$ cat src/rtl/core/rfa_pkg.sv
// Shared types and constants for the RTP H.264 FU-A packetizer.
// No dependencies; imported by every module of the block.
package rfa_pkg;

    localparam int DEF_MAX_NAL_BYTES = 16384;

    // fixed field widths
    localparam int NAL_LEN_W  = 15;
    localparam int PKT_LEN_W  = 12;
    localparam int OFF_OUT_W  = 14;
    localparam int SEQ_W      = 16;
    localparam int TS_W       = 32;
    localparam int CFG_IDX_W  = 2;
    localparam int CFG_DATA_W = 32;
    localparam int S_TDATA_W  = 56;
    localparam int M_TDATA_W  = 104;

    // header sizes in bytes, packet size limits and FU-A constants
    localparam logic [PKT_LEN_W-1:0] RTP_HDR_BYTES = 12'd12;
    localparam logic [PKT_LEN_W-1:0] FU_HDR_BYTES  = 12'd2;
    localparam logic [PKT_LEN_W-1:0] TCP_HDR_BYTES = 12'd4;
    localparam logic [PKT_LEN_W-1:0] MAXP_MIN      = 12'd512;
    localparam logic [PKT_LEN_W-1:0] MAXP_MAX      = 12'd2048;
    localparam logic [4:0]           FU_A_TYPE     = 5'd28;
    localparam logic [7:0]           NRI_F_MASK    = 8'hE0;

    // configuration register indexes
    localparam logic [CFG_IDX_W-1:0] CFG_TCP_INTERLEAVED  = 2'd0;
    localparam logic [CFG_IDX_W-1:0] CFG_MAX_PACKET_BYTES = 2'd1;
    localparam logic [CFG_IDX_W-1:0] CFG_SSRC_VALUE       = 2'd2;
    localparam logic [CFG_IDX_W-1:0] CFG_PAYLOAD_KIND     = 2'd3;

    // configuration reset values
    localparam logic [PKT_LEN_W-1:0] RST_MAX_PACKET_BYTES = 12'd1400;
    localparam logic [6:0]           RST_PAYLOAD_KIND     = 7'd96;

    typedef struct packed {
        logic load;   // capture a new NAL descriptor
        logic emit;   // produce the next packet descriptor
    } rfa_cmd_t;

    typedef struct packed {
        logic out_free;  // output register can take a descriptor this cycle
        logic last;      // packet being built is the last of the NAL
    } rfa_status_t;

endpackage

$ cat src/rtl/core/rfa_ctrl.sv
// Controller FSM for the FU-A packetizer: NAL acceptance and packet emission.
// Depends on rfa_pkg.
module rfa_ctrl
    import rfa_pkg::*;
(
    input  logic        aclk,
    input  logic        aresetn,
    input  logic        in_valid,
    input  logic        in_len_zero,
    output logic        in_ready,
    input  rfa_status_t status,
    output rfa_cmd_t    cmd
);

    localparam logic ST_IDLE = 1'b0;
    localparam logic ST_EMIT = 1'b1;

    logic state_reg, state_next;

    always_comb begin
        state_next = state_reg;
        in_ready   = 1'b0;
        cmd        = '0;
        unique case (state_reg)
            ST_IDLE: begin
                in_ready = 1'b1;
                // zero-length NAL is consumed without output
                if (in_valid && !in_len_zero) begin
                    cmd.load   = 1'b1;
                    state_next = ST_EMIT;
                end
            end
            ST_EMIT: begin
                if (status.out_free) begin
                    cmd.emit = 1'b1;
                    if (status.last) begin
                        state_next = ST_IDLE;
                    end
                end
            end
            default: state_next = ST_IDLE;
        endcase
    end

    always_ff @(posedge aclk) begin
        if (!aresetn) begin
            state_reg <= ST_IDLE;
        end else begin
            state_reg <= state_next;
        end
    end

endmodule

$ cat src/rtl/core/rfa_dp.sv
// Datapath for the FU-A packetizer: fragment bookkeeping, sequence counter
// and output register. Depends on rfa_pkg; driven by rfa_ctrl commands.
module rfa_dp
    import rfa_pkg::*;
#(
    parameter int MAX_NAL_BYTES = DEF_MAX_NAL_BYTES
) (
    input  logic                  aclk,
    input  logic                  aresetn,
    input  rfa_cmd_t              cmd,
    output rfa_status_t           status,
    input  logic [NAL_LEN_W-1:0]  in_nal_length,
    input  logic [7:0]            in_nal_header,
    input  logic [TS_W-1:0]       in_timestamp,
    input  logic                  cfg_tcp,
    input  logic [PKT_LEN_W-1:0]  cfg_maxp,
    input  logic                  m_tready,
    output logic                  m_tvalid,
    output logic [SEQ_W-1:0]      o_seq_number,
    output logic                  o_marker,
    output logic                  o_fragmented,
    output logic [7:0]            o_fu_indicator,
    output logic [7:0]            o_fu_header,
    output logic [OFF_OUT_W-1:0]  o_payload_offset,
    output logic [PKT_LEN_W-1:0]  o_payload_length,
    output logic [PKT_LEN_W-1:0]  o_interleave_length,
    output logic [TS_W-1:0]       o_packet_timestamp
);

    localparam int LEN_W = $clog2(MAX_NAL_BYTES + 1);
    localparam int CMP_W = 16;

    // per-NAL state
    logic [LEN_W-1:0]     left_reg, off_reg;
    logic [PKT_LEN_W-1:0] chunk_reg;
    logic                 tcp_reg, single_reg, first_reg;
    logic [7:0]           ind_reg;
    logic [4:0]           typ_reg;
    logic [TS_W-1:0]      ts_reg;
    logic [SEQ_W-1:0]     seq_reg;
    logic                 m_tvalid_reg;

    // load-time values
    logic [LEN_W-1:0]     len_clamp;
    logic [PKT_LEN_W-1:0] maxp_sat, tcp_bytes, chunk_load;
    logic                 single_load;

    // emit-time values
    logic                 last;
    logic [PKT_LEN_W-1:0] d, hdr_bytes;
    logic [SEQ_W-1:0]     seq_next;

    always_comb begin
        len_clamp = (in_nal_length > NAL_LEN_W'(MAX_NAL_BYTES)) ?
                    LEN_W'(MAX_NAL_BYTES) : LEN_W'(in_nal_length);
        priority if (cfg_maxp < MAXP_MIN) begin
            maxp_sat = MAXP_MIN;
        end else if (cfg_maxp > MAXP_MAX) begin
            maxp_sat = MAXP_MAX;
        end else begin
            maxp_sat = cfg_maxp;
        end
        tcp_bytes   = cfg_tcp ? TCP_HDR_BYTES : '0;
        // largest FU-A payload
        chunk_load  = maxp_sat - tcp_bytes - RTP_HDR_BYTES - FU_HDR_BYTES;
        // fits as a single NAL packet: len + tcp + 12 <= maxp
        single_load = CMP_W'(len_clamp) <= (CMP_W'(chunk_load) + CMP_W'(FU_HDR_BYTES));
    end

    always_comb begin
        last      = single_reg || (CMP_W'(left_reg) <= CMP_W'(chunk_reg));
        d         = last ? PKT_LEN_W'(left_reg) : chunk_reg;
        hdr_bytes = single_reg ? RTP_HDR_BYTES : (RTP_HDR_BYTES + FU_HDR_BYTES);
        seq_next  = seq_reg + SEQ_W'(1);
    end

    assign status.out_free = !m_tvalid_reg || m_tready;
    assign status.last     = last;
    assign m_tvalid        = m_tvalid_reg;

    always_ff @(posedge aclk) begin
        if (!aresetn) begin
            seq_reg      <= '0;
            m_tvalid_reg <= 1'b0;
        end else begin
            if (cmd.emit) begin
                seq_reg      <= seq_next;
                m_tvalid_reg <= 1'b1;
            end else if (m_tready) begin
                m_tvalid_reg <= 1'b0;
            end
        end
    end

    always_ff @(posedge aclk) begin
        if (cmd.load) begin
            // FU-A fragments skip the NAL header byte
            left_reg   <= single_load ? len_clamp : (len_clamp - LEN_W'(1));
            off_reg    <= single_load ? '0 : LEN_W'(1);
            chunk_reg  <= chunk_load;
            tcp_reg    <= cfg_tcp;
            single_reg <= single_load;
            first_reg  <= 1'b1;
            ind_reg    <= (in_nal_header & NRI_F_MASK) | {3'b000, FU_A_TYPE};
            typ_reg    <= in_nal_header[4:0];
            ts_reg     <= in_timestamp;
        end else if (cmd.emit) begin
            left_reg  <= left_reg - LEN_W'(d);
            off_reg   <= off_reg + LEN_W'(d);
            first_reg <= 1'b0;
        end
    end

    always_ff @(posedge aclk) begin
        if (cmd.emit) begin
            o_seq_number        <= seq_next;
            o_marker            <= last;
            o_fragmented        <= !single_reg;
            o_fu_indicator      <= single_reg ? 8'h00 : ind_reg;
            o_fu_header         <= single_reg ? 8'h00 : {first_reg, last, 1'b0, typ_reg};
            o_payload_offset    <= OFF_OUT_W'(off_reg);
            o_payload_length    <= d;
            o_interleave_length <= tcp_reg ? (d + hdr_bytes) : '0;
            o_packet_timestamp  <= ts_reg;
        end
    end

endmodule

$ cat src/rtl/core/rtp_h264_fu_a_packetizer.sv
// RTP H.264 packetizer, descriptor level. Each input transaction describes one
// NAL unit (length, header byte, timestamp); the block emits one descriptor per
// RTP packet: a single-NAL packet when the NAL fits in max_packet_bytes, else
// FU-A fragments with m_tlast (RTP marker) on the last one. The input is taken
// when idle; the block then emits one packet descriptor per cycle while the
// output is not stalled, through a one-entry output register, and takes no
// new NAL until the current one has sent all its packets (up to 34 at the
// smallest packet size). A zero-length NAL is consumed with no output. The
// sequence counter starts at 0 after reset and the first packet carries 1.
// Configuration writes are accepted on every cycle and must be issued only
// while the block is idle. Depends on rfa_pkg, rfa_ctrl and rfa_dp.
module rtp_h264_fu_a_packetizer
    import rfa_pkg::*;
#(
    parameter int MAX_NAL_BYTES = DEF_MAX_NAL_BYTES
) (
    input  logic                   aclk,
    input  logic                   aresetn,
    input  logic                   s_tvalid,
    output logic                   s_tready,
    // [14:0] nal_length, [22:15] nal_header, [54:23] timestamp, [55] zero
    input  logic [S_TDATA_W-1:0]   s_tdata,
    output logic                   m_tvalid,
    input  logic                   m_tready,
    // [15:0] seq_number, [23:16] fu_indicator, [31:24] fu_header,
    // [45:32] payload_offset, [57:46] payload_length,
    // [69:58] interleave_length, [101:70] packet_timestamp, [103:102] zero
    output logic [M_TDATA_W-1:0]   m_tdata,
    output logic                   m_tlast,   // marker
    output logic                   m_tuser,   // [0] fragmented
    input  logic                   cfg_valid,
    output logic                   cfg_ready,
    input  logic [CFG_IDX_W-1:0]   cfg_index,
    input  logic [CFG_DATA_W-1:0]  cfg_data
);

    logic                  tcp_interleaved_reg;
    logic [PKT_LEN_W-1:0]  max_packet_bytes_reg;
    logic [31:0]           ssrc_value_reg;      // held for the header builder
    logic [6:0]            payload_kind_reg;    // held for the header builder

    rfa_cmd_t              cmd;
    rfa_status_t           status;

    logic [SEQ_W-1:0]      seq_number;
    logic [7:0]            fu_indicator, fu_header;
    logic [OFF_OUT_W-1:0]  payload_offset;
    logic [PKT_LEN_W-1:0]  payload_length, interleave_length;
    logic [TS_W-1:0]       packet_timestamp;

    assign cfg_ready = 1'b1;

    always_ff @(posedge aclk) begin
        if (!aresetn) begin
            tcp_interleaved_reg  <= 1'b0;
            max_packet_bytes_reg <= RST_MAX_PACKET_BYTES;
            ssrc_value_reg       <= '0;
            payload_kind_reg     <= RST_PAYLOAD_KIND;
        end else if (cfg_valid) begin
            unique case (cfg_index)
                CFG_TCP_INTERLEAVED:  tcp_interleaved_reg  <= cfg_data[0];
                CFG_MAX_PACKET_BYTES: max_packet_bytes_reg <= cfg_data[PKT_LEN_W-1:0];
                CFG_SSRC_VALUE:       ssrc_value_reg       <= cfg_data;
                CFG_PAYLOAD_KIND:     payload_kind_reg     <= cfg_data[6:0];
                default: ;
            endcase
        end
    end

    rfa_ctrl u_ctrl (
        .aclk        (aclk),
        .aresetn     (aresetn),
        .in_valid    (s_tvalid),
        .in_len_zero (s_tdata[NAL_LEN_W-1:0] == '0),
        .in_ready    (s_tready),
        .status      (status),
        .cmd         (cmd)
    );

    rfa_dp #(
        .MAX_NAL_BYTES (MAX_NAL_BYTES)
    ) u_dp (
        .aclk                (aclk),
        .aresetn             (aresetn),
        .cmd                 (cmd),
        .status              (status),
        .in_nal_length       (s_tdata[14:0]),
        .in_nal_header       (s_tdata[22:15]),
        .in_timestamp        (s_tdata[54:23]),
        .cfg_tcp             (tcp_interleaved_reg),
        .cfg_maxp            (max_packet_bytes_reg),
        .m_tready            (m_tready),
        .m_tvalid            (m_tvalid),
        .o_seq_number        (seq_number),
        .o_marker            (m_tlast),
        .o_fragmented        (m_tuser),
        .o_fu_indicator      (fu_indicator),
        .o_fu_header         (fu_header),
        .o_payload_offset    (payload_offset),
        .o_payload_length    (payload_length),
        .o_interleave_length (interleave_length),
        .o_packet_timestamp  (packet_timestamp)
    );

    assign m_tdata = {2'b00, packet_timestamp, interleave_length, payload_length,
                      payload_offset, fu_header, fu_indicator, seq_number};

    // a non-final fragment leaving means the NAL is still in progress
    a_busy_midrun: assert property (@(posedge aclk) disable iff (!aresetn)
        (m_tvalid && m_tready && !m_tlast) |-> !s_tready)
        else $error("input ready while a NAL is still being fragmented");

    // single-NAL packets always close the NAL
    a_single_marker: assert property (@(posedge aclk) disable iff (!aresetn)
        (m_tvalid && !m_tuser) |-> m_tlast)
        else $error("single NAL packet without marker");

    // a start fragment is never the final fragment
    a_start_not_end: assert property (@(posedge aclk) disable iff (!aresetn)
        (m_tvalid && m_tuser && m_tdata[31]) |-> (!m_tlast && !m_tdata[30]))
        else $error("FU-A start fragment also flagged as end");

    // every emit command lands in the output register
    a_emit_valid: assert property (@(posedge aclk) disable iff (!aresetn)
        cmd.emit |=> m_tvalid)
        else $error("emitted descriptor not presented");

endmodule

$ cat config.mk
export PLATFORM = sky130hd
export DESIGN_NAME = rtp_h264_fu_a_packetizer
export DESIGN_NICKNAME = d
export VERILOG_FILES = /design/src/rtl/core/rfa_pkg.sv /design/src/rtl/core/rfa_ctrl.sv /design/src/rtl/core/rfa_dp.sv /design/src/rtl/core/rtp_h264_fu_a_packetizer.sv
export SDC_FILE = /design/constraint.sdc
export NUM_CORES = 1
export LEC_CHECK = 0
export BUFFER_PORTS_ARGS = -buffer_cell sky130_fd_sc_hd__buf_2
export CAP_MARGIN = 15
export CORE_MARGIN = 5
export CORE_UTILIZATION = 40
export DETAILED_ROUTE_END_ITERATION = 10
export PLACE_DENSITY_LB_ADDON = 0.3
export SETUP_SLACK_MARGIN = 0.3
export SLEW_MARGIN = 5
export SYNTH_ARGS = -nofsm -noshare
export SYNTH_HDL_FRONTEND = slang
export SYNTH_SLANG_ARGS = --single-unit
$ cat constraint.sdc
create_clock -name aclk -period 14.9 [get_ports aclk]
set_input_delay 2.98 -clock aclk [delete_from_list [all_inputs] [get_ports aclk]]
set_output_delay 2.98 -clock aclk [all_outputs]
set_load 0.005 [all_outputs]
==> flow_summary.yaml, run 1 <==
power_and_ir_drop:
  totalPowerFinal_uw: 2051
  p_leak_uw: 0.005014
  pwr_density_cell_nw_per_um2: 164.5
  ir_drop_uv: 93.48
clock_tree:
  path_clk_slew_ns: 0.06
  cts_root_buf: "clkbuf_16"
  numCtsBuffers: 24
  postCtsSetupRepairBufs: 0
  clk_latency_ns: 0.51
  cts_tree: "yes"
  cts_resized: 0
  clock_sinks: 214
  clk_path_buf_depth: 3
  htreeDepth: 1
  cts-hold-fix-buffers: 0
worst_setup_path:
  path_delay_family: "simple AND/OR/NAND/NOR gates"
  worstPathBufferInverterCount: 4
  worstPathArrival_ns: 6.66
  slowest_stage: "o31ai_1"
  path_depth: 16
  crit_chain: "buf_2 -> nor3_1 -> nand3_1 -> o31ai_1 -> nand2_1 -> inv_1 -> ha_1 -> a21oi_1 -> o21ai_0 -> a211oi_1 -> a31oi_1 -> buf_4 -> or2_2 -> inv_1 -> mux2_2 -> mux2i_1"
  ff2ff_setup_slack_ns: 9.45
  endpoint: "u_dp.left_reg[1]"
  critPathLaunch: "s_tdata[4]"
  slowest_delay_ns: 0.54
  cp_max_fo: 12
  critical_path_required_ns: 15.26
  cp-end-kind: "flop"
  crit_top_cell: "inv_1"
  r2r_end: "u_dp.left_reg[1]"
  r2r_start: "max_packet_bytes_reg[11]"
  rr_worst_depth: 21
  critPathLaunchType: "input port"
  criticalPathCategory: "input port to flop"
finish:
  fin_cells: 1417
  drive_above_1_share: 0.2209
  fillers: 2385
  nNetsFinal: 1218
  final_area_sq_um: 12470
  n_antenna_cell: 0
  area_growth_pct: 18.58
synth:
  synth_common_cells: "182 x edfxtp_1, 75 x nand2_1, 57 x ha_1"
  synthesis.area_sq_um: 10510
  syn_inst: 879
  yosys-top-cells-area: "edfxtp_1 52%, ha_1 6.8%, dfxtp_1 6.1%"
  synth_warnings: 0
  avgSynthCellArea_sq_um: 11.96
  ys.flop_type: "edfxtp_1"
  synth_edf_count: 182
  synthDistinctLibCells: 61
  synth.most_common_cell: "edfxtp_1"
  synth_seq_cells: 214
  ys_async_sr_fraction: 0
  synth_top_area_frac: 0.5198
  yosysTopAreaCell: "edfxtp_1"
  ys_seq_area_frac: 0.5807
status:
  status: "finished, final reports clean"
timing:
  finalSetupViolCount: 0
  grt_setup_unrepaired: "no"
  skew_ns: 0.007504
  drv_slew: 0
  tightest_slew_ns: 0.8933
  tns_ns: 0
  hold_violations: 0
  setup_ws_ns: 8.598
  slew_headroom: 0.4045
  fin_crit_sh: 0.4229
  post-route-min-period_ns: 6.302
  max_freq_mhz: 158.7
routing:
  wl_um: 22660
  num_vias: 7129
  wl_per_cell_um: 15.99
  viasPerCell: 5.031
  drt_pre_antenna_iters: 6
  dr.first_iter.drc_count: 443
  detail-route-antenna-nets: 0
  drc: 0
die:
  fp.coreArea_sq_um: 25980
  die_h_um: 172.1
  dieArea_sq_um: 29630
  initial_utilization: 0.4046
  die_x_um: 172.1
  rows: 59
  io_pins: 204
place:
  gp_congestion: 0.8616
  dpl_worst_slack_ns: 8.115
  placed_cell_area_sq_um: 11730
  dp.cells: 1373
  dp.final_hpwl_um: 16710
  numPortBuffers: 176
global_routing:
  track_usage: 0.1487
  grt_start_max_net_pins: 72
  grt-ovfl-total: 0
  grt_pass1_wl_um: 35580
  grt_antenna_before_repair: 5
  first_global_vias: 7105
worst_hold_path:
  hp-class: "flop to flop"
job:
  maxCapViolCount: 0
-- cell usage in the layout, fill, tap and decap left out, drive strengths merged, types with 10 or more instances in the layout --
master  synthesis  layout
nor2           48      48
edfxtp        182     182
inv            52      55
clkbuf         17      31
xnor2          39      39
nand3          26      26
nor2b          31      31
a31oi          10      10
o21ai          28      28
and2           22      22
o21a           10      10
buf            10     181
or3            12      12
nand2          75      75
mux2i          19      19
dfxtp          32      32
a21boi         15      15
a21oi          36      36
xor2           25      25
ha             57      57
nor3           26      26
-- worst min-delay path by stage --
stage	startpoint	endpoint	cells after the start
after floorplan	u_dp.ts_reg[0]	u_dp.o_packet_timestamp[0]	0
after global placement	u_dp.ts_reg[22]	u_dp.o_packet_timestamp[22]	0
after detailed placement	u_dp.ts_reg[12]	u_dp.o_packet_timestamp[12]	0
after CTS	u_dp.ts_reg[1]	u_dp.o_packet_timestamp[1]	0
after global routing	u_dp.ts_reg[31]	u_dp.o_packet_timestamp[31]	0
final	u_dp.ts_reg[1]	u_dp.o_packet_timestamp[1]	0
-- logic make-up (layout without fill, tap and decap cells) --
logic type / after synthesis / after routing / share of synthesized area
simple gates: 281 / 281 / 0.1352
xor+xnor: 64 / 64 / 0.05331
compound gates: 154 / 154 / 0.09913
flops: 214 / 214 / 0.5807
other cells: 2 / 7 / 0.0007143
mux: 26 / 26 / 0.02594
fa+ha+maj: 59 / 59 / 0.07164
buf+inv: 79 / 277 / 0.03332
-- worst reg2reg max path, stage by stage (launching register included) --
cell and delay [ns]:
dfxtp_1 0.48, o21ba_2 0.29, and2_1 0.19, ha_1 0.17, ha_1 0.37, nor2b_1 0.18, o21ai_0 0.22, nand2_1 0.14
xnor2_1 0.37, nand4_1 0.23, nor3b_1 0.36, a31oi_1 0.14, ha_1 0.33, and4_1 0.21, and2_1 0.16, a211oi_1 0.19
a31oi_1 0.11, buf_4 0.18, or2_2 0.29, inv_1 0.20, mux2_2 0.38, mux2i_1 0.12
-- per-layer routing --
layer,share of wire,track usage,vias up
met2,0.45,0.2481,207
met3,0.081,0.03612,47
met5,0.0022,0,-
li1,-,-,3572
met4,0.023,0.04170,10
met1,0.44,0.1943,3293
-- stage by stage --
step	hold slack, ns	util
after floorplan	0.4003	-
after global placement	0.4005	0.4512
after detailed placement	0.4045	0.4512
after CTS	0.4181	0.4798
after global routing	0.4225	0.4798
final	0.4166	0.4798
-- area by class of cell --
cell class              instances  area (sq um)  share of cell area
clock inverters                13         115.1            0.009233
clock buffers                  31         626.9             0.05028
inverters                      52         197.7             0.01586
well taps                     335         419.2             0.03362
flip-flops and latches        214          6106              0.4898
repair buffers                181         918.4             0.07366
multi-input cells             591          4084              0.3276
-- where the power goes --
part	switching (uW)	leakage (uW)	internal [uW]	total [uW]
Combinational	379	0.00265	295	674
Clock	236	0.000361	318	554
Sequential	48.4	0.00200	775	823
(Power assumes the default switching activity.)
==> run 2: changes to the inputs <==
==> constraint.sdc (replaced) <==
create_clock -name aclk -period 6.1 [get_ports aclk]
set_input_delay 1.22 -clock aclk [delete_from_list [all_inputs] [get_ports aclk]]
set_output_delay 1.22 -clock aclk [all_outputs]
set_load 0.005 [all_outputs]
==> run 2 against run 1 <==
  * Non-clock buffer count grew 2
  * Clock power increased to 2.5 times the previous value
  * Setup slack got worse by 7.8 ns
  * Sequential cell count stayed put
  * Sequential share of layout area is 0.28 points lower
  * Critical path depth is 5 higher
  * Count of clock-buffer cells in the layout unchanged
  * Clock skew rose by 0.0049 ns
  * Wire length grew 0.66%
  * Die area unchanged
==> flow_summary.yaml, run 2 (synthesis gave the netlist of run 1 again) <==
die:
  die_x_um: 172.1
  dieArea_sq_um: 29630
  fp.coreArea_sq_um: 25980
  die_h_um: 172.1
  initial_utilization: 0.4046
  io_pins: 204
  rows: 59
clock_tree:
  path_clk_slew_ns: 0.06
  clock_sinks: 214
  htreeDepth: 1
  cts_tree: "yes"
  clk_path_buf_depth: 3
  cts-hold-fix-buffers: 0
  cts_resized: 0
  postCtsSetupRepairBufs: 0
  numCtsBuffers: 24
  clk_latency_ns: 0.51
  cts_root_buf: "clkbuf_16"
worst_setup_path:
  criticalPathCategory: "flop to flop"
  r2r_end: "u_dp.left_reg[1]"
  endpoint: "u_dp.left_reg[1]"
  cp_max_fo: 14
  critical_path_required_ns: 6.46
  ff2ff_setup_slack_ns: 0.77
  worstPathArrival_ns: 5.69
  critPathLaunch: "max_packet_bytes_reg[11]"
  r2r_start: "max_packet_bytes_reg[11]"
  rr_worst_depth: 21
  cp-end-kind: "flop"
  critPathLaunchType: "flop"
place:
  dp.final_hpwl_um: 16950
  placed_cell_area_sq_um: 11750
  numPortBuffers: 176
  gp_congestion: 0.8730
  dp.cells: 1375
routing:
  dr.first_iter.drc_count: 379
  viasPerCell: 5.071
  drc: 0
  wl_per_cell_um: 16.09
  drt_pre_antenna_iters: 5
  detail-route-antenna-nets: 0
  num_vias: 7191
  wl_um: 22810
timing:
  fin_crit_sh: 0.8741
  grt_setup_unrepaired: "no"
  slew_headroom: 0.3283
  hold_violations: 0
  drv_slew: 0
  max_freq_mhz: 187.5
  post-route-min-period_ns: 5.332
  tns_ns: 0
  skew_ns: 0.01240
  finalSetupViolCount: 0
  tightest_slew_ns: 0.9919
finish:
  fin_cells: 1418
  final_area_sq_um: 12540
  final_cell_mix: "182 x edfxtp_1, 176 x buf_2, 75 x nand2_1, 57 x ha_1, 50 x inv_1"
  area_growth_pct: 19.26
  fillers: 2415
  n_antenna_cell: 0
  nNetsFinal: 1220
  regArea_sq_um: 6106
  multi_input_area_sq_um: 4089
  drive_above_1_share: 0.2244
  layout_commonest_cell: "edfxtp_1"
worst_hold_path:
  hp-start: "u_dp.ts_reg[17]"
  hp-class: "flop to flop"
global_routing:
  use_met1: 0.2002
  first_global_vias: 7040
  grt_util_met3: 0.03178
  track_usage: 0.1493
  grt-ovfl-total: 0
  grt_pass1_wl_um: 35760
  grt_antenna_before_repair: 3
  top_usage_layer: "met2"
  grt_start_max_net_pins: 76
  gr-usage-met2: 0.2493
power_and_ir_drop:
  totalPowerFinal_uw: 5071
  ir_drop_uv: 227.4
  p_sw_uw: 1597
  p_int_uw: 3474
  pwr_density_cell_nw_per_um2: 404.5
  p_leak_uw: 0.005045
  combPwrFrac: 0.325
  switching_share: 0.3149
  p_clk_frac: 0.279
  p_seq_frac: 0.397
status:
  status: "finished, final reports clean"
job:
  maxCapViolCount: 0
==> run 2: power groups by stage <==
stage | clock network [uW] | registers, uW | logic [uW]
floorplan | 0 | 2020 | 1270
global placement | 0 | 2030 | 1600
detailed placement | 0 | 2040 | 1640
CTS | 1460 | 2010 | 1660
global route | 1520 | 2040 | 1880
finish | 1410 | 2010 | 1650
==> run 2: critical path: stages (launching register included) <==
cell	delay (ns)
dfxtp_1	0.48
o21ba_2	0.28
and2_1	0.19
ha_1	0.17
ha_1	0.41
nor3_1	0.07
nor2_1	0.22
and2_1	0.23
o221ai_1	0.24
or2_2	0.36
nor3b_2	0.25
a31oi_1	0.12
ha_1	0.33
and4_1	0.22
and2_1	0.17
a211oi_1	0.20
a31oi_1	0.11
buf_4	0.18
or2_2	0.29
inv_1	0.18
mux2_2	0.36
mux2i_1	0.12
==> run 2: layout make-up <==
type / instances / share of cell area
well taps: 335 / 0.03343
clock buffers: 31 / 0.04999
flip-flops and latches: 214 / 0.4870
inverters: 52 / 0.01577
multi-input cells: 591 / 0.3261
repair buffers: 183 / 0.07544
clock inverters: 12 / 0.01227
==> run 2: worst min path at each step <==
| stage | endpoint | slack, ns | depth (start not counted) |
|---|---|---|---|
| CTS | u_dp.o_packet_timestamp[14] | 0.42 | 0 |
| global route | u_dp.o_packet_timestamp[14] | 0.42 | 0 |
| global placement | u_dp.o_packet_timestamp[4] | 0.40 | 0 |
| finish | u_dp.o_packet_timestamp[17] | 0.42 | 0 |
| floorplan | u_dp.o_packet_timestamp[0] | 0.40 | 0 |
| detailed placement | u_dp.o_packet_timestamp[12] | 0.41 | 0 |
==> run 2: metrics by stage <==
stage / worst slack [ns] / hold WS, ns / utilization
after floorplan: 0.8235 / 0.4003 / -
after global placement: 0.7757 / 0.4004 / 0.4515
after detailed placement: 0.6972 / 0.4052 / 0.4523
after CTS: 0.6709 / 0.4195 / 0.4823
after global routing: 0.3411 / 0.4232 / 0.4825
final: 0.7677 / 0.4182 / 0.4825
==> run 2: per-layer routing <==
| metal | share of wire | up-vias |
|---|---|---|
| met5 | 0.0012 | - |
| met4 | 0.017 | 6 |
| met3 | 0.073 | 33 |
| met2 | 0.46 | 201 |
| met1 | 0.45 | 3363 |
| li1 | - | 3588 |
==> run 3: changes to the inputs <==
==> constraint.sdc (replaced) <==
create_clock -name aclk -period 6.1 [get_ports aclk]
set_input_delay 0.305 -clock aclk [delete_from_list [all_inputs] [get_ports aclk]]
set_output_delay 0.305 -clock aclk [all_outputs]
set_load 0.005 [all_outputs]
==> run 3 against run 2 <==
  * Sequential power hardly changed
  * Clock power rose by 3%
  * Via count up 1.2%
  * Clock skew up 0.0016 ns
  * First-iteration DRC count decreased by 22%
  * Wire length up 0.85%
  * Largest power group unchanged
==> flow_summary.yaml, run 3 (synthesis gave the netlist of run 1 again) <==
finish:
  final_cell_mix: "182 x edfxtp_1, 176 x buf_2, 75 x nand2_1, 57 x ha_1, 50 x inv_1"
  n_antenna_cell: 0
  fin_cells: 1461
  drive_above_1_share: 0.2123
  nNetsFinal: 1264
  layout_commonest_cell: "edfxtp_1"
  area_growth_pct: 23.46
timing:
  post-route-min-period_ns: 5.351
  grt_setup_unrepaired: "no"
  tns_ns: 0
  setup_ws_ns: 0.7493
  max_freq_mhz: 186.9
  fin_crit_sh: 0.8772
  drv_slew: 0
  finalSetupViolCount: 0
  skew_ns: 0.01396
  tightest_slew_ns: 0.9431
  hold_violations: 0
  slew_headroom: 0.3712
routing:
  wl_per_cell_um: 15.75
  num_vias: 7279
  dr.first_iter.drc_count: 294
  drt_pre_antenna_iters: 5
  viasPerCell: 4.982
  detail-route-antenna-nets: 0
  drc: 0
  wl_um: 23010
worst_setup_path:
  worstPathBufferInverterCount: 2
  cp_max_fo: 14
  slowest_stage: "dfxtp_1"
  criticalPathCategory: "flop to flop"
  slowest_delay_ns: 0.45
  crit_chain: "o21ba_2 -> and2_1 -> ha_1 -> ha_1 -> nor3_1 -> nor2_1 -> and2_1 -> o221ai_1 -> or2_2 -> nor3b_1 -> a31oi_1 -> ha_1 -> and4_1 -> and2_1 -> a211oi_1 -> a31oi_1 -> buf_4 -> or2_2 -> inv_1 -> mux2_2 -> mux2i_1"
  r2r_start: "max_packet_bytes_reg[11]"
  path_depth: 21
  endpoint: "u_dp.left_reg[1]"
  r2r_end: "u_dp.left_reg[1]"
  critPathLaunch: "max_packet_bytes_reg[11]"
  critPathLaunchType: "flop"
  worstPathArrival_ns: 5.72
  path_delay_family: "simple AND/OR/NAND/NOR gates"
  critical_path_required_ns: 6.46
  cp-end-kind: "flop"
  rr_worst_depth: 21
  ff2ff_setup_slack_ns: 0.75
clock_tree:
  cts_resized: 0
  numCtsBuffers: 24
  clk_path_buf_depth: 3
  cts_root_buf: "clkbuf_16"
  clock_sinks: 214
  htreeDepth: 1
  clk_latency_ns: 0.51
  path_clk_slew_ns: 0.07
  cts_tree: "yes"
global_routing:
  grt_antenna_before_repair: 1
  grt_start_max_net_pins: 75
  grt_pass1_wl_um: 35900
  first_global_vias: 7192
  grt-ovfl-total: 0
  track_usage: 0.1499
worst_hold_path:
  hold-path-cell-count: 3
  hp-class: "input port to flop"
place:
  dpl_worst_slack_ns: 0.7789
  gp_congestion: 0.8437
  numPortBuffers: 176
  dp.final_hpwl_um: 16790
  dp.cells: 1374
power_and_ir_drop:
  pwr_density_cell_nw_per_um2: 395.4
  p_leak_uw: 0.005231
  ir_drop_uv: 227.4
die:
  initial_utilization: 0.4046
  io_pins: 204
  die_x_um: 172.1
  die_h_um: 172.1
  dieArea_sq_um: 29630
  rows: 59
  fp.coreArea_sq_um: 25980
status:
  status: "finished, final reports clean"
job:
  maxCapViolCount: 0
## run 3: cell types whose count changed in the layout (fill, tap and decap cells not counted)
cell,delta
buf_12,-1
clkbuf_1,-3
nor3b_2,-1
nor3b_1,+1
clkinv_1,+4
dlygate4sd3_1,+45
clkinvlp_4,-1
clkinv_2,-2
bufinv_16,+1
## run 3: worst min-delay path by stage
stage / from / endpoint
5_1_grt: cfg_data[2] / max_packet_bytes_reg[2]
2_1_floorplan: u_dp.ts_reg[0] / u_dp.o_packet_timestamp[0]
3_3_place_gp: u_dp.ts_reg[27] / u_dp.o_packet_timestamp[27]
6_report: cfg_data[5] / max_packet_bytes_reg[5]
4_1_cts: cfg_data[5] / max_packet_bytes_reg[5]
3_5_place_dp: u_dp.ts_reg[11] / u_dp.o_packet_timestamp[11]
## run 3: stage by stage
stage	hold slack, ns	power, uW	instance area [sq um]	utilization
global route	0.04639	5479	12980	0.4995
detailed placement	0.4045	3684	11730	0.4515
global placement	0.4003	3643	11730	0.4515
CTS	0.009263	5178	12980	0.4995
finish	0.02868	5133	12980	0.4995
floorplan	0.4003	3287	10530	-
## run 3: what timing repair did
item / in CTS / in global routing
endpoints found under the hold margin: 45 / 0
hold buffers: 45 / 0
setup buffers: 0 / 0
## run 3: layer usage
metal	vias to the layer above	wire length, um	track usage
met4	2	351	0.03725
met5	-	7	0
met3	24	1621	0.02766
met1	3376	10580	0.1998
li1	3658	-	-
met2	219	10450	0.2545
## run 3: layout make-up
class	instances	area [sq um]
Clock buffer	28	615.6
Sequential cell	214	6106
Tap cell	335	419.2
Clock inverter	14	181.4
Timing Repair Buffer	227	1376
Fill cell	2330	13010
Multi-Input combinational cell	591	4084
Inverter	52	197.7
## run 3: worst min-delay path: cells and delay by family
kind	cells	cell delay, ns
buffers and inverters	1	0.08
AND/OR/NAND/NOR	2	0.13
## run 3: where the power goes
group / switching, uW / internal, uW
sequential: 122 / 1890
clock: 557 / 889
combinational: 929 / 742
total: 1610 / 3520
